## src/ihc_pkg.sv

```systemverilog
package ihc_pkg;

   localparam logic [2:0] ST_OK       = 3'd0;
   localparam logic [2:0] ST_VERSION  = 3'd1;
   localparam logic [2:0] ST_HEADLEN  = 3'd2;
   localparam logic [2:0] ST_TTL      = 3'd3;
   localparam logic [2:0] ST_CHECKSUM = 3'd4;
   localparam logic [2:0] ST_DEST     = 3'd5;

   localparam logic [7:0]  VER_IHL    = 8'h45;
   localparam logic [3:0]  IP_VERSION = 4'd4;
   localparam logic [3:0]  MIN_IHL    = 4'd5;
   localparam logic [15:0] HDR_BYTES  = 16'd20;
   localparam logic [31:0] BCAST_MASK = 32'h00ff_ffff;
   localparam logic [15:0] CSUM_ONES  = 16'hffff;

   localparam int NUM_LANES = 5;

   typedef struct packed {
      logic        func;
      logic [31:0] hdr_word0;
      logic [31:0] hdr_word1;
      logic [31:0] hdr_word2;
      logic [31:0] hdr_word3;
      logic [31:0] hdr_word4;
      logic [15:0] packet_length;
      logic [31:0] src_addr;
      logic [31:0] dst_addr;
      logic [7:0]  protocol;
      logic [7:0]  ttl;
   } req_type;

   typedef struct packed {
      logic [2:0]  status;
      logic [5:0]  payload_offset;
      logic [15:0] payload_length;
      logic [31:0] out_word0;
      logic [31:0] out_word1;
      logic [31:0] out_word2;
      logic [31:0] out_word3;
      logic [31:0] out_word4;
   } rsp_type;

   typedef struct packed {
      logic        func;
      logic [2:0]  pre_status;
      logic        dest_bad;
      logic [5:0]  payload_offset;
      logic [15:0] payload_length;
      logic [31:0] word0;
      logic [31:0] word1;
      logic [31:0] word2;
      logic [31:0] word3;
      logic [31:0] word4;
   } side_type;

endpackage

```

## src/ihc_lane.sv

```systemverilog
module ihc_lane (
   input  logic        clock,
   input  logic [31:0] word,
   output logic [16:0] sum
);

   logic [16:0] sum_ff;
   logic [16:0] sum_in;

   assign sum_in = {1'b0, word[31:16]} + {1'b0, word[15:0]};

   always_ff @(posedge clock) begin
      sum_ff <= sum_in;
   end

   assign sum = sum_ff;

endmodule

```

## src/ihc_merge.sv

```systemverilog
module ihc_merge (
   input  logic                clock,
   input  logic                reset,
   input  logic                valid,
   input  logic [16:0]         lane_sum [ihc_pkg::NUM_LANES],
   input  ihc_pkg::side_type   side,
   output logic                rsp_valid,
   output ihc_pkg::rsp_type    rsp_data
);

   logic             valid_ff;
   logic             valid_in;
   ihc_pkg::rsp_type data_ff;
   ihc_pkg::rsp_type data_in;

   logic [19:0] total;
   logic [16:0] fold1;
   logic [16:0] fold2;
   logic [15:0] csum;

   always_comb begin
      total = 20'd0;
      for (int i = 0; i < ihc_pkg::NUM_LANES; i++) begin
         total = total + {3'b000, lane_sum[i]};
      end
      fold1 = {13'd0, total[19:16]} + {1'b0, total[15:0]};
      fold2 = {16'd0, fold1[16]} + {1'b0, fold1[15:0]};
      csum  = ~fold2[15:0];
   end

   always_comb begin
      data_in = '0;
      if (side.func) begin
         data_in.out_word0 = side.word0;
         data_in.out_word1 = side.word1;
         data_in.out_word2 = {side.word2[31:16], csum};
         data_in.out_word3 = side.word3;
         data_in.out_word4 = side.word4;
      end else begin
         priority if (side.pre_status != ihc_pkg::ST_OK) begin
            data_in.status = side.pre_status;
         end else if (fold2[15:0] != ihc_pkg::CSUM_ONES) begin
            data_in.status = ihc_pkg::ST_CHECKSUM;
         end else if (side.dest_bad) begin
            data_in.status = ihc_pkg::ST_DEST;
         end else begin
            data_in.status         = ihc_pkg::ST_OK;
            data_in.payload_offset = side.payload_offset;
            data_in.payload_length = side.payload_length;
         end
      end
   end

   assign valid_in = valid;

   always_ff @(posedge clock) begin
      if (reset) begin
         valid_ff <= 1'b0;
      end else begin
         valid_ff <= valid_in;
      end
      data_ff <= data_in;
   end

   assign rsp_valid = valid_ff;
   assign rsp_data  = data_ff;

endmodule

```

## src/ipv4_header_check_and_build.sv

```systemverilog
// Channel   Ports                                   Handshake
// request   start, busy, req_data                   beat taken when start && !busy
// response  rsp_valid, rsp_data                     one-cycle strobe, no back-pressure
// config    psel, penable, pwrite, paddr, pwdata,   APB, pready tied high
//           prdata, pready
//
// An accepted request is registered in the lane adders, then in the merge and fold, before its response strobe.
// One header per cycle; busy stays low, the five word lanes set the rate.
// Synchronous reset clears the pipeline valids and local_address.
// Responses cannot be stalled; every accepted beat yields exactly one response.
module ipv4_header_check_and_build (
   input  logic             clock,
   input  logic             reset,
   input  logic             start,
   output logic             busy,
   input  ihc_pkg::req_type req_data,
   output logic             rsp_valid,
   output ihc_pkg::rsp_type rsp_data,
   input  logic             psel,
   input  logic             penable,
   input  logic             pwrite,
   input  logic [2:0]       paddr,
   input  logic [31:0]      pwdata,
   output logic [31:0]      prdata,
   output logic             pready
);

   logic [31:0]       local_addr_ff;
   logic [31:0]       local_addr_in;
   logic              valid_ff;
   logic              valid_in;
   ihc_pkg::side_type side_ff;
   ihc_pkg::side_type side_in;

   logic [31:0] built0;
   logic [31:0] built2;
   logic [31:0] lane_word [ihc_pkg::NUM_LANES];
   logic [16:0] lane_sum  [ihc_pkg::NUM_LANES];
   logic [3:0]  ihl;
   logic [5:0]  offset;
   logic [15:0] off_ext;

   assign busy   = 1'b0;
   assign pready = 1'b1;

   always_comb begin
      local_addr_in = local_addr_ff;
      if (psel && penable && pwrite && !paddr[2]) begin
         local_addr_in = pwdata;
      end
   end

   assign prdata = paddr[2] ? 32'd0 : local_addr_ff;

   assign built0 = {ihc_pkg::VER_IHL, 8'h00, req_data.packet_length + ihc_pkg::HDR_BYTES};
   assign built2 = {req_data.ttl, req_data.protocol, 16'h0000};

   always_comb begin
      if (req_data.func) begin
         lane_word[0] = built0;
         lane_word[1] = 32'd0;
         lane_word[2] = built2;
         lane_word[3] = req_data.src_addr;
         lane_word[4] = req_data.dst_addr;
      end else begin
         lane_word[0] = req_data.hdr_word0;
         lane_word[1] = req_data.hdr_word1;
         lane_word[2] = req_data.hdr_word2;
         lane_word[3] = req_data.hdr_word3;
         lane_word[4] = req_data.hdr_word4;
      end
   end

   for (genvar g = 0; g < ihc_pkg::NUM_LANES; g++) begin : g_lane
      ihc_lane u_lane (
         .clock (clock),
         .word  (lane_word[g]),
         .sum   (lane_sum[g])
      );
   end

   assign ihl     = req_data.hdr_word0[27:24];
   assign offset  = {ihl, 2'b00};
   assign off_ext = {10'd0, offset};

   always_comb begin
      side_in                = '0;
      side_in.func           = req_data.func;
      side_in.payload_offset = offset;
      side_in.payload_length = (req_data.packet_length > off_ext)
                               ? (req_data.packet_length - off_ext) : 16'd0;
      side_in.dest_bad       = (req_data.hdr_word4 != local_addr_ff) &&
                               (req_data.hdr_word4 != (local_addr_ff | ihc_pkg::BCAST_MASK));
      priority if (req_data.hdr_word0[31:28] != ihc_pkg::IP_VERSION) begin
         side_in.pre_status = ihc_pkg::ST_VERSION;
      end else if (ihl < ihc_pkg::MIN_IHL) begin
         side_in.pre_status = ihc_pkg::ST_HEADLEN;
      end else if (req_data.hdr_word2[31:24] == 8'd0) begin
         side_in.pre_status = ihc_pkg::ST_TTL;
      end else begin
         side_in.pre_status = ihc_pkg::ST_OK;
      end
      side_in.word0 = built0;
      side_in.word1 = 32'd0;
      side_in.word2 = built2;
      side_in.word3 = req_data.src_addr;
      side_in.word4 = req_data.dst_addr;
   end

   assign valid_in = start && !busy;

   always_ff @(posedge clock) begin
      if (reset) begin
         local_addr_ff <= 32'd0;
         valid_ff      <= 1'b0;
      end else begin
         local_addr_ff <= local_addr_in;
         valid_ff      <= valid_in;
      end
      side_ff <= side_in;
   end

   ihc_merge u_merge (
      .clock     (clock),
      .reset     (reset),
      .valid     (valid_ff),
      .lane_sum  (lane_sum),
      .side      (side_ff),
      .rsp_valid (rsp_valid),
      .rsp_data  (rsp_data)
   );

endmodule

```

## config.mk

```make
export PLATFORM = sky130hd
export DESIGN_NAME = ipv4_header_check_and_build
export DESIGN_NICKNAME = d
export VERILOG_FILES = /design/src/ihc_pkg.sv /design/src/ihc_lane.sv /design/src/ihc_merge.sv /design/src/ipv4_header_check_and_build.sv
export SDC_FILE = /design/constraint.sdc
export NUM_CORES = 1
export LEC_CHECK = 0
export ABC_CLOCK_PERIOD_IN_PS = 16850
export BUFFER_PORTS_ARGS = -buffer_cell sky130_fd_sc_hd__clkbuf_2
export CELL_PAD_IN_SITES_DETAIL_PLACEMENT = 0
export CELL_PAD_IN_SITES_GLOBAL_PLACEMENT = 2
export CORE_MARGIN = 2
export CORE_UTILIZATION = 35
export CTS_BUF_LIST = sky130_fd_sc_hd__clkbuf_8
export CTS_CLUSTER_DIAMETER = 40
export DETAILED_ROUTE_END_ITERATION = 10
export MAX_ROUTING_LAYER = met4
export PLACE_DENSITY_LB_ADDON = 0.1
export SYNTH_ARGS = -nofsm -noshare
export SYNTH_HDL_FRONTEND = slang
export SYNTH_SLANG_ARGS = --single-unit
export TNS_END_PERCENT = 50
```

## constraint.sdc

```tcl
create_clock -name clock -period 16.85 [get_ports clock]
set_input_delay 3.37 -clock clock [delete_from_list [all_inputs] [get_ports clock]]
set_output_delay 3.37 -clock clock [all_outputs]
set_load 0.02 [all_outputs]
```

==> results of run 1 <==
-- layer usage --
metal | vias to the layer above | part of all wire (%) | global-route usage (%)
li1 | 7552 | - | -
met1 | 6834 | 45 | 25.4
met2 | 382 | 46 | 32.7
met3 | 79 | 6.4 | 5.34
met4 | 0 | 2.1 | 6.62
met5 | - | 0 | -
-- kinds of logic (layout without fill, tap and decap cells) --
| group | count (synthesis) | count (layout) | share of synthesized area, % |
|---|---|---|---|
| adder cells (fa/ha/maj) | 169 | 169 | 12.8 |
| flip-flops | 375 | 375 | 39.6 |
| XOR/XNOR | 152 | 152 | 7.02 |
| multiplexers | 98 | 98 | 5.77 |
| buffers and inverters | 263 | 766 | 6.31 |
| AO/OA/AOI/OAI | 294 | 294 | 10.2 |
| other | 2 | 59 | 0.0396 |
| AND/OR/NAND/NOR | 634 | 634 | 18.2 |
-- layout by cell type, fill, tap and decap left out, types with 6 or more instances in the layout --
cell type,count
a211o_1,11
a21boi_0,24
a21o_1,15
a21oi_1,91
and2_1,110
and2_4,20
and3_1,6
buf_4,6
bufinv_16,7
clkbuf_2,465
clkbuf_8,103
clkinv_2,9
clkinvlp_4,8
conb_1,49
dfxtp_1,374
diode_2,10
fa_1,42
ha_1,127
inv_1,160
mux2_2,90
mux2i_1,8
nand2_1,119
nand2b_1,13
nand3_1,27
nand4_1,13
nor2_1,105
nor2b_1,115
nor3_1,41
nor4_1,17
nor4b_1,7
o2111ai_1,6
o211ai_1,8
o21a_1,15
o21ai_0,69
o21bai_1,8
or2_2,9
or3_1,10
or4_1,6
xnor2_1,110
xor2_1,42
-- area by class of cell --
class / count / share of cell area (%)
diodes: 10 / 0.106
clock buffers: 103 / 6.00
clock inverters: 41 / 1.75
inverters: 150 / 2.38
multi-input cells: 1396 / 44.2
flip-flops and latches: 375 / 31.8
well taps: 696 / 3.69
repair buffers: 472 / 10.1
-- cell usage after synthesis, types with 11 or more instances --
master,instances
xnor2_1,110
dfxtp_1,375
xor2_1,42
and2_4,20
o21a_1,15
clkbuf_1,53
nor2b_1,115
fa_1,42
nand4_1,13
a21oi_1,91
nor3_1,41
ha_1,127
nand2b_1,13
o21ai_0,69
mux2_2,90
a21boi_0,24
buf_4,51
nand2_1,119
inv_1,150
nor4_1,17
nand3_1,27
a211o_1,11
and2_1,110
nor2_1,105
a21o_1,15
-- flip-flops by register name, indices dropped and copies added, names as in the netlist --
name / count
u_merge.rsp_data: 136
side_ff: 120
g_lane.u_lane.sum: 85
local_addr_ff: 32
u_merge.rsp_valid: 1
valid_ff: 1
-- critical path: cells and delay by family, from the launching register on --
| kind | cells | cell delay (ns) |
|---|---|---|
| AO/OA/AOI/OAI | 14 | 3.17 |
| AND/OR/NAND/NOR | 17 | 4.95 |
| XOR/XNOR | 2 | 0.55 |
| adder cells (fa/ha/maj) | 7 | 2.62 |
| buffers and inverters | 2 | 0.19 |
| flip-flops | 1 | 0.31 |
-- through the flow --
step / cell area [µm²] / hold WS, ns / worst slack [ns] / util [%]
floorplan: 19100 / 0.399 / 7.59 / -
global placement: 21800 / 0.413 / 5.18 / 40.5
detailed placement: 21800 / 0.418 / 5.04 / 40.5
CTS: 23600 / 0.418 / 4.94 / 43.9
global route: 23600 / 0.429 / 3.92 / 44.0
finish: 23600 / 0.412 / 5.00 / 44.0
-- final timing paths --
kind                           end
max reg2reg  u_merge.rsp_data[163]
max          u_merge.rsp_data[163]
min           u_merge.rsp_data[31]
min reg2reg   u_merge.rsp_data[31]
==> summary.md, run 1 <==
| Metric | Value |
|---|---|
| Avg Cell Area, Syn | 9.54 µm² |
| YS warnings | 0 |
| Post-Route WL | 56.5 mm |
| DRT antenna net count | 0 |
| Clock skew | 0.0400 ns |
| All-Layer GR Usage | 20.6% |
| RSZ-0062 raised after global routing | false |
| Sequential area share after synthesis | 39.6% |
| Least-Margin Pin Slew | 1.09 ns |
| Pin count of the biggest net entering global routing | 62 |
| Vias in the first global route | 15300 |
| WL/cell | 17.4 µm |
| Nets | 2941 |
| Die ar. | 56000 µm² |
| DRC | 0 |
| Synth Register Bits | 375 |
| Cell Rows | 85 |
| Sequential cell area | 7510 µm² |
| Final slew viol count | 0 |
| Setup CP Type | reg -> reg |
| Max cap viols | 0 |
| Post-Synthesis Cells | 1987 |
| Detailed placement HPWL | 45.1 mm |
| Async S/R FF share, synth | 0% |
| DR iter-0 viols | 533 |
| Gpl congestion | 0.837 |
| Std-Cell Core Area | 53700 µm² |
| Final setup vio count | 0 |
| Largest stage delay on the critical path | 0.92 ns |
| Initial core utilization | 35.3% |
| IO Count | 518 |
| CTS clk-pin slew, worst paths | 0.06 ns |
| TritonCTS clock tree | built |
| Yosys top cell by area | dfxtp_1 |
| Layout cells sized above 1 | 29.1% |
| Vias/cell | 4.58 |
| HP Class | reg -> reg |
| CP Launch Point | g_lane[0].u_lane.sum[0] |
| Setup TNS | 0 ns |
| Post-layout min period | 11.85 ns |
| Fin crit share | 70.3% |
| Num CTS Buffers | 79 |
| Grt total ovfl | 0 |
| CP Max Fanout | 20 |
| Slew margin rel. | 26.8% |
| Setup crit end kind | flop |
| Clock latency on the worst-skew pair | 0.64 ns |
| Register-to-Register Path Depth | 42 |
| Clk sink count | 375 |
| Synth Flop Type | dfxtp_1 |
| Area occupied by multi-input gates | 10400 µm² |
| Status | complete, no violations |
| First-pass GRT wire length | 86.0 mm |
| Post-synth EDFFs | 0 |
| IO buf count | 466 |
| Die W | 237 µm |
| Highest-delay cell along the critical path | nor4_4 |
| CP Data Required Time | 17.42 ns |
| Area of the mapped netlist | 19000 µm² |
| Hold_buf cts | 0 |
| Postcts setup bufs | 0 |
| Top cells by area, synth | dfxtp_1 (40%), ha_1 (8.4%), mux2_2 (5.3%), xnor2_1 (5.1%), fa_1 (4.4%) |
| Placed cell count | 3089 |
| H-tree Lvls | 3 |
| First-pass DRT Iterations | 4 |
| DIE HEIGHT | 237 µm |
| Worst Hold Depth | 1 |
| Area Overhead vs Synth | 24.6% |
| Worst r2r src | g_lane[0].u_lane.sum[0] |
| Antenna violations before repair | 11 |
| Fillers | 5441 |
| Critical path's most frequent cell | o21ai_0 |
| Clock buffer depth | 3 |
| Startpoint Class | flop |
| Post_cts resized | 0 |
| Worst Min Path Start | side_ff[31] |
| Fmax | 84.4 MHz |
| Hold Violations, Final | 0 |
| Reg2reg setup slack | 5.00 ns |
| Critical path arrival | 12.42 ns |
| Post-Layout Cell Count | 3243 |
| Routed vias | 14800 |
| Clk root buf | clkbuf_8 |
| Distinct cell type count of the synthesized netlist | 75 |
| Synth top area share | 39.6% |
Power of run 1 is left out: the tool's default activity adds up to more than one toggle a clock period on the data nets, which glitch-free logic cannot reach.
==> inputs of run 2 (changes only) <==
- ABC_CLOCK_PERIOD_IN_PS: 16850 -> 10740
- CORE_UTILIZATION: 35 -> 30
- clock period: 16.85 -> 10.74 ns (I/O delays scaled with it)
==> run 2 against run 1 <==
Via count rose by 1.5%. Clock skew fell by 0.0063 ns. Cell count rose by 5.1%. Critical endpoint is now u_merge.rsp_data[169]. Largest cell class unchanged.
==> summary.md, run 2 (same netlist as run 1, synthesis figures left out) <==
| Metric | Value |
|---|---|
| Grt total ovfl | 0 (unchanged) |
| CP Max Fanout | 20 (unchanged) |
| TritonCTS clock tree | built (unchanged) |
| Max cap viols | 0 (unchanged) |
| Final setup vio count | 0 (unchanged) |
| Reg2reg setup slack | 0.75 ns (was 5.00 ns) |
| HP Class | reg -> reg (unchanged) |
| Slew margin rel. | 39.5% (was 26.8%) |
| H-tree Lvls | 3 (unchanged) |
| Vias in the first global route | 15700 (was 15300) |
| IO buf count | 466 (unchanged) |
| Buf+Inv Stages, Crit Path | 3 (was 2) |
| Clock buffer depth | 3 (unchanged) |
| CP top delay family | simple AND/OR/NAND/NOR gates (unchanged) |
| Cell Rows | 92 (was 85) |
| Hold Violations, Final | 0 (unchanged) |
| Top routing layer in use | met4 (unchanged) |
| Layout Utilization | 38.5% (was 44.0%) |
| Commonest non-fill, non-tap cell in the layout | clkbuf_2 (unchanged) |
| First-pass DRT Iterations | 5 (was 4) |
| Clk root buf | clkbuf_8 (unchanged) |
| Met1 wire length | 26.3 mm (was 25.4 mm) |
| WL/cell | 17.8 µm (was 17.4 µm) |
| DR iter-0 viols | 514 (was 533) |
| Clock latency on the worst-skew pair | 0.67 ns (was 0.64 ns) |
| Detailed placement HPWL | 49.0 mm (was 45.1 mm) |
| DRC | 0 (unchanged) |
| Highest-delay cell along the critical path | or4_1 (was nor4_4) |
| Area Overhead vs Synth | 27.3% (was 24.6%) |
| Clk sink count | 375 (unchanged) |
| IO Count | 518 (unchanged) |
| Clock skew | 0.0337 ns (was 0.0400 ns) |
| Most frequent cells in the layout | clkbuf_2 (465), dfxtp_1 (374), inv_1 (160) (unchanged) |
| Std-Cell Core Area | 62700 µm² (was 53700 µm²) |
| Fin crit share | 93.0% (was 70.3%) |
| DRT antenna net count | 0 (unchanged) |
| DR WL met3 | 4.70 mm (was 3.62 mm) |
| Layout cells sized above 1 | 29.9% (was 29.1%) |
| Routed vias | 15100 (was 14800) |
| Setup crit end kind | flop (unchanged) |
| Fmax | 100 MHz (was 84.4 MHz) |
| Die W | 255 µm (was 237 µm) |
| Pin count of the biggest net entering global routing | 82 (was 62) |
| CTS clk-pin slew, worst paths | 0.05 ns (was 0.06 ns) |
| Initial core utilization | 30.2% (was 35.3%) |
| Die ar. | 65200 µm² (was 56000 µm²) |
| Gpl congestion | 0.845 (was 0.837) |
| Largest stage delay on the critical path | 0.59 ns (was 0.92 ns) |
| Post-layout min period | 9.99 ns (was 11.85 ns) |
| Critical path's most frequent cell | o21ai_0 (unchanged) |
| Setup TNS | 0 ns (unchanged) |
| RSZ-0062 raised after global routing | false (unchanged) |
| Setup CP Type | reg -> reg (unchanged) |
| Num CTS Buffers | 82 (was 79) |
| Nets | 2955 (was 2941) |
| CP Data Required Time | 11.36 ns (was 17.42 ns) |
| Met2 wire len | 28.4 mm (was 26.3 mm) |
| Fillers | 6478 (was 5441) |
| First-pass GRT wire length | 92.4 mm (was 86.0 mm) |
| Critical path arrival | 10.61 ns (was 12.42 ns) |
| Post-Route WL | 60.7 mm (was 56.5 mm) |
| Flip-flop count of the largest register after layout | 136 (unchanged) |
| Vias/cell | 4.42 (was 4.58) |
| DIE HEIGHT | 255 µm (was 237 µm) |
| All-Layer GR Usage | 18.9% (was 20.6%) |
| Final slew viol count | 0 (unchanged) |
| Antenna violations before repair | 17 (was 11) |
| Status | complete, no violations (unchanged) |
| Least-Margin Pin Slew | 0.895 ns (was 1.09 ns) |
| Hold_ws | 0.418 ns (was 0.412 ns) |
| Startpoint Class | flop (unchanged) |
==> run 2: final timing paths <==
kind | startpoint | endpoint | cells after the start
min reg2reg | side_ff[4] | u_merge.rsp_data[4] | 1
max reg2reg | g_lane[1].u_lane.sum[0] | u_merge.rsp_data[169] | 42
max | g_lane[1].u_lane.sum[0] | u_merge.rsp_data[169] | 42
min | side_ff[4] | u_merge.rsp_data[4] | 1
==> run 2: layout make-up <==
type	instances	area, µm²	area share, %
multi-input cells	1396	10500	43.6
flip-flops and latches	375	7510	31.1
repair buffers	483	2480	10.3
clock buffers	97	1340	5.53
well taps	846	1060	4.39
clock inverters	47	618	2.56
inverters	150	563	2.33
diodes	16	40.0	0.166
==> run 2: per-layer routing <==
layer,up-vias,track usage (%)
met2,401,30.7
met5,-,-
met3,97,6.25
met1,6976,22.1
li1,7589,-
met4,0,5.75
==> run 2: repair_timing <==
action | CTS | global route
hold buffers | 0 | 0
pin swaps | 0 | 2
setup buffers | 0 | 2
endpoints found under the setup margin | 20 | 23
resized for setup | 1 | 17
==> run 2: per-stage QoR <==
| step | instance area [µm²] | worst slack [ns] | std cells |
|---|---|---|---|
| final | 24100 | 0.750 | 3410 |
| after global routing | 24100 | 0.0178 | 3409 |
| after CTS | 24000 | 0.109 | 3392 |
| after detailed placement | 22000 | -0.0340 | 3248 |
| after global placement | 22000 | 0.114 | 3248 |
| after floorplan | 19100 | 1.48 | 2034 |
==> run 2: worst reg2reg max path, delay by kind of cell, from the launching register on <==
family / cells / cell delay, ns
DFF: 1 / 0.32
xor gates and xnor gates: 3 / 0.57
buffers and inverters: 3 / 0.36
and+or+nand+nor: 16 / 3.58
AOI/OAI and AO/OA: 13 / 2.54
adders and majority gates: 7 / 2.57
Power of run 2 is left out for the same reason.
==> inputs of run 3 (changes only) <==
- ABC_CLOCK_PERIOD_IN_PS: 10740 -> 11940
- CORE_UTILIZATION: 30 -> 35
- clock period: 10.74 -> 11.94 ns (I/O delays scaled with it)
==> run 3 against run 2 <==
Global-route usage rose by 1.5 points. Cell count fell by 4.8%. Largest cell class unchanged. Non-clock buffer count fell by 10. Setup slack improved by 0.37 ns. Flip-flop and latch count did not move.
==> summary.md, run 3 (same netlist as run 1, synthesis figures left out) <==
| Metric | Value |
|---|---|
| R2r endpoint | u_merge.rsp_data[168] (was u_merge.rsp_data[169]) |
| Clk root buf | clkbuf_8 (unchanged) |
| Routed vias | 14900 (was 15100) |
| Pin count of the biggest net entering global routing | 62 (was 82) |
| Critical path's most frequent cell | o21ai_0 (unchanged) |
| Max cap viols | 0 (unchanged) |
| First-pass GRT wire length | 85.7 mm (was 92.4 mm) |
| H-tree Lvls | 3 (unchanged) |
| DIE HEIGHT | 237 µm (was 255 µm) |
| Fin crit share | 90.7% (was 93.0%) |
| DR iter-0 viols | 446 (was 514) |
| Setup TNS | 0 ns (unchanged) |
| Num CTS Buffers | 80 (was 82) |
| CTS clk-pin slew, worst paths | 0.06 ns (was 0.05 ns) |
| First-pass DRT Iterations | 5 (unchanged) |
| Cell Rows | 85 (was 92) |
| Die W | 237 µm (was 255 µm) |
| WL/cell | 17.3 µm (was 17.8 µm) |
| Die ar. | 56000 µm² (was 65200 µm²) |
| Clk sink count | 375 (unchanged) |
| Initial core utilization | 35.3% (was 30.2%) |
| Vias in the first global route | 15300 (was 15700) |
| Status | complete, no violations (unchanged) |
| Highest-delay cell along the critical path | or4_1 (unchanged) |
| Detailed placement HPWL | 45.0 mm (was 49.0 mm) |
| Most frequent cells in the layout | clkbuf_2 (465), dfxtp_1 (374), inv_1 (167) (was clkbuf_2 (465), dfxtp_1 (374), inv_1 (160)) |
| Largest stage delay on the critical path | 0.59 ns (about the same) |
| Fmax | 92.4 MHz (was 100 MHz) |
| RSZ-0062 raised after global routing | false (unchanged) |
| HP Class | reg -> reg (unchanged) |
| Gpl congestion | 0.865 (was 0.845) |
| Std-Cell Core Area | 53700 µm² (was 62700 µm²) |
| Final setup vio count | 0 (unchanged) |
| Layout Utilization | 44.0% (was 38.5%) |
| Postcts setup bufs | 0 (unchanged) |
| CP Capture Point | u_merge.rsp_data[168] (was u_merge.rsp_data[169]) |
| Post-Route WL | 56.2 mm (was 60.7 mm) |
| DRC | 0 (unchanged) |
| Final slew viol count | 0 (unchanged) |
| All-Layer GR Usage | 20.4% (was 18.9%) |
| TritonCTS clock tree | built (unchanged) |
| Hold Violations, Final | 0 (unchanged) |
| Register-to-Register Path Depth | 44 (was 42) |
| CP Data Required Time | 12.49 ns (was 11.36 ns) |
| Startpoint Class | flop (unchanged) |
| Worst r2r src | g_lane[1].u_lane.sum[0] (unchanged) |
| Clock skew | 0.0355 ns (was 0.0337 ns) |
| IO Count | 518 (unchanged) |
| Hold_buf cts | 0 (unchanged) |
| Antenna violations before repair | 10 (was 17) |
| IO buf count | 466 (unchanged) |
| Flip-flop count of the largest register after layout | 136 (unchanged) |
| Area Overhead vs Synth | 24.6% (was 27.3%) |
| Clock buffer depth | 3 (unchanged) |
| Vias/cell | 4.60 (was 4.42) |
| CP Max Fanout | 20 (unchanged) |
| Critical path arrival | 11.37 ns (was 10.61 ns) |
| Least-Margin Pin Slew | 0.839 ns (was 0.895 ns) |
| Setup CP Type | reg -> reg (unchanged) |
| Grt total ovfl | 0 (unchanged) |
| Clock latency on the worst-skew pair | 0.66 ns (was 0.67 ns) |
| Commonest non-fill, non-tap cell in the layout | clkbuf_2 (unchanged) |
| Reg2reg setup slack | 1.12 ns (was 0.75 ns) |
| Post-Layout Cell Count | 3247 (was 3410) |
| Setup crit end kind | flop (unchanged) |
| CP Launch Point | g_lane[1].u_lane.sum[0] (unchanged) |
| Worst Hold Depth | 1 (unchanged) |
| Post-layout min period | 10.82 ns (was 9.99 ns) |
| Layout cells sized above 1 | 29.0% (was 29.9%) |
| DRT antenna net count | 0 (unchanged) |
| Placed cell count | 3090 (was 3248) |
| Nets | 2943 (was 2955) |
| Slew margin rel. | 43.3% (was 39.5%) |
## run 3: cell count changes in the layout (fill, tap and decap cells not counted), sizes merged
cell	delta
buf	-10
bufinv	-4
clkbuf	-1
clkinv	+7
clkinvlp	-6
diode	-6
inv	+7
## run 3: final cells by class
class / count / area [µm²]
Fill cell: 5427 / 30100
Multi-Input combinational cell: 1396 / 10400
Sequential cell: 375 / 7510
Timing Repair Buffer: 473 / 2390
Clock buffer: 96 / 1320
Tap cell: 696 / 871
Inverter: 150 / 563
Clock inverter: 51 / 504
Antenna cell: 10 / 25.0
## run 3: critical path: cells and delay by family, from the launching register on
| family | cells | cell delay (ns) |
|---|---|---|
| xor gates and xnor gates | 2 | 0.51 |
| and+or+nand+nor | 15 | 3.04 |
| adders and majority gates | 8 | 2.76 |
| AOI/OAI and AO/OA | 16 | 3.67 |
| buffers and inverters | 3 | 0.41 |
| DFF | 1 | 0.32 |
## run 3: what timing repair did
action	4_1_cts	5_1_grt
endpoints found under the hold margin	0	0
resized for setup	0	2
setup endpoints to repair	0	21
## run 3: worst min-delay path by stage
stage	startpoint	end
2_1_floorplan	side_ff[186]	u_merge.rsp_data[154]
3_3_place_gp	side_ff[6]	u_merge.rsp_data[6]
3_5_place_dp	side_ff[48]	u_merge.rsp_data[48]
4_1_cts	side_ff[4]	u_merge.rsp_data[4]
5_1_grt	side_ff[4]	u_merge.rsp_data[4]
6_report	side_ff[4]	u_merge.rsp_data[4]
## run 3: metal layers
layer,global-route usage [%],up-vias,wire [µm]
li1,-,7557,-
met1,25.1,6921,25300
met2,32.7,370,26300
met3,5.76,86,3350
met4,5.91,0,1300
met5,-,-,0
## run 3: stage by stage
step | hold WS, ns | cell area (µm²) | setup WS, ns
floorplan | 0.399 | 19100 | 2.68
global placement | 0.414 | 21800 | 1.04
detailed placement | 0.418 | 21800 | 0.866
CTS | 0.393 | 23600 | 0.766
global route | 0.406 | 23600 | 0.0274
finish | 0.397 | 23600 | 1.12
Power of run 3 is left out for the same reason.
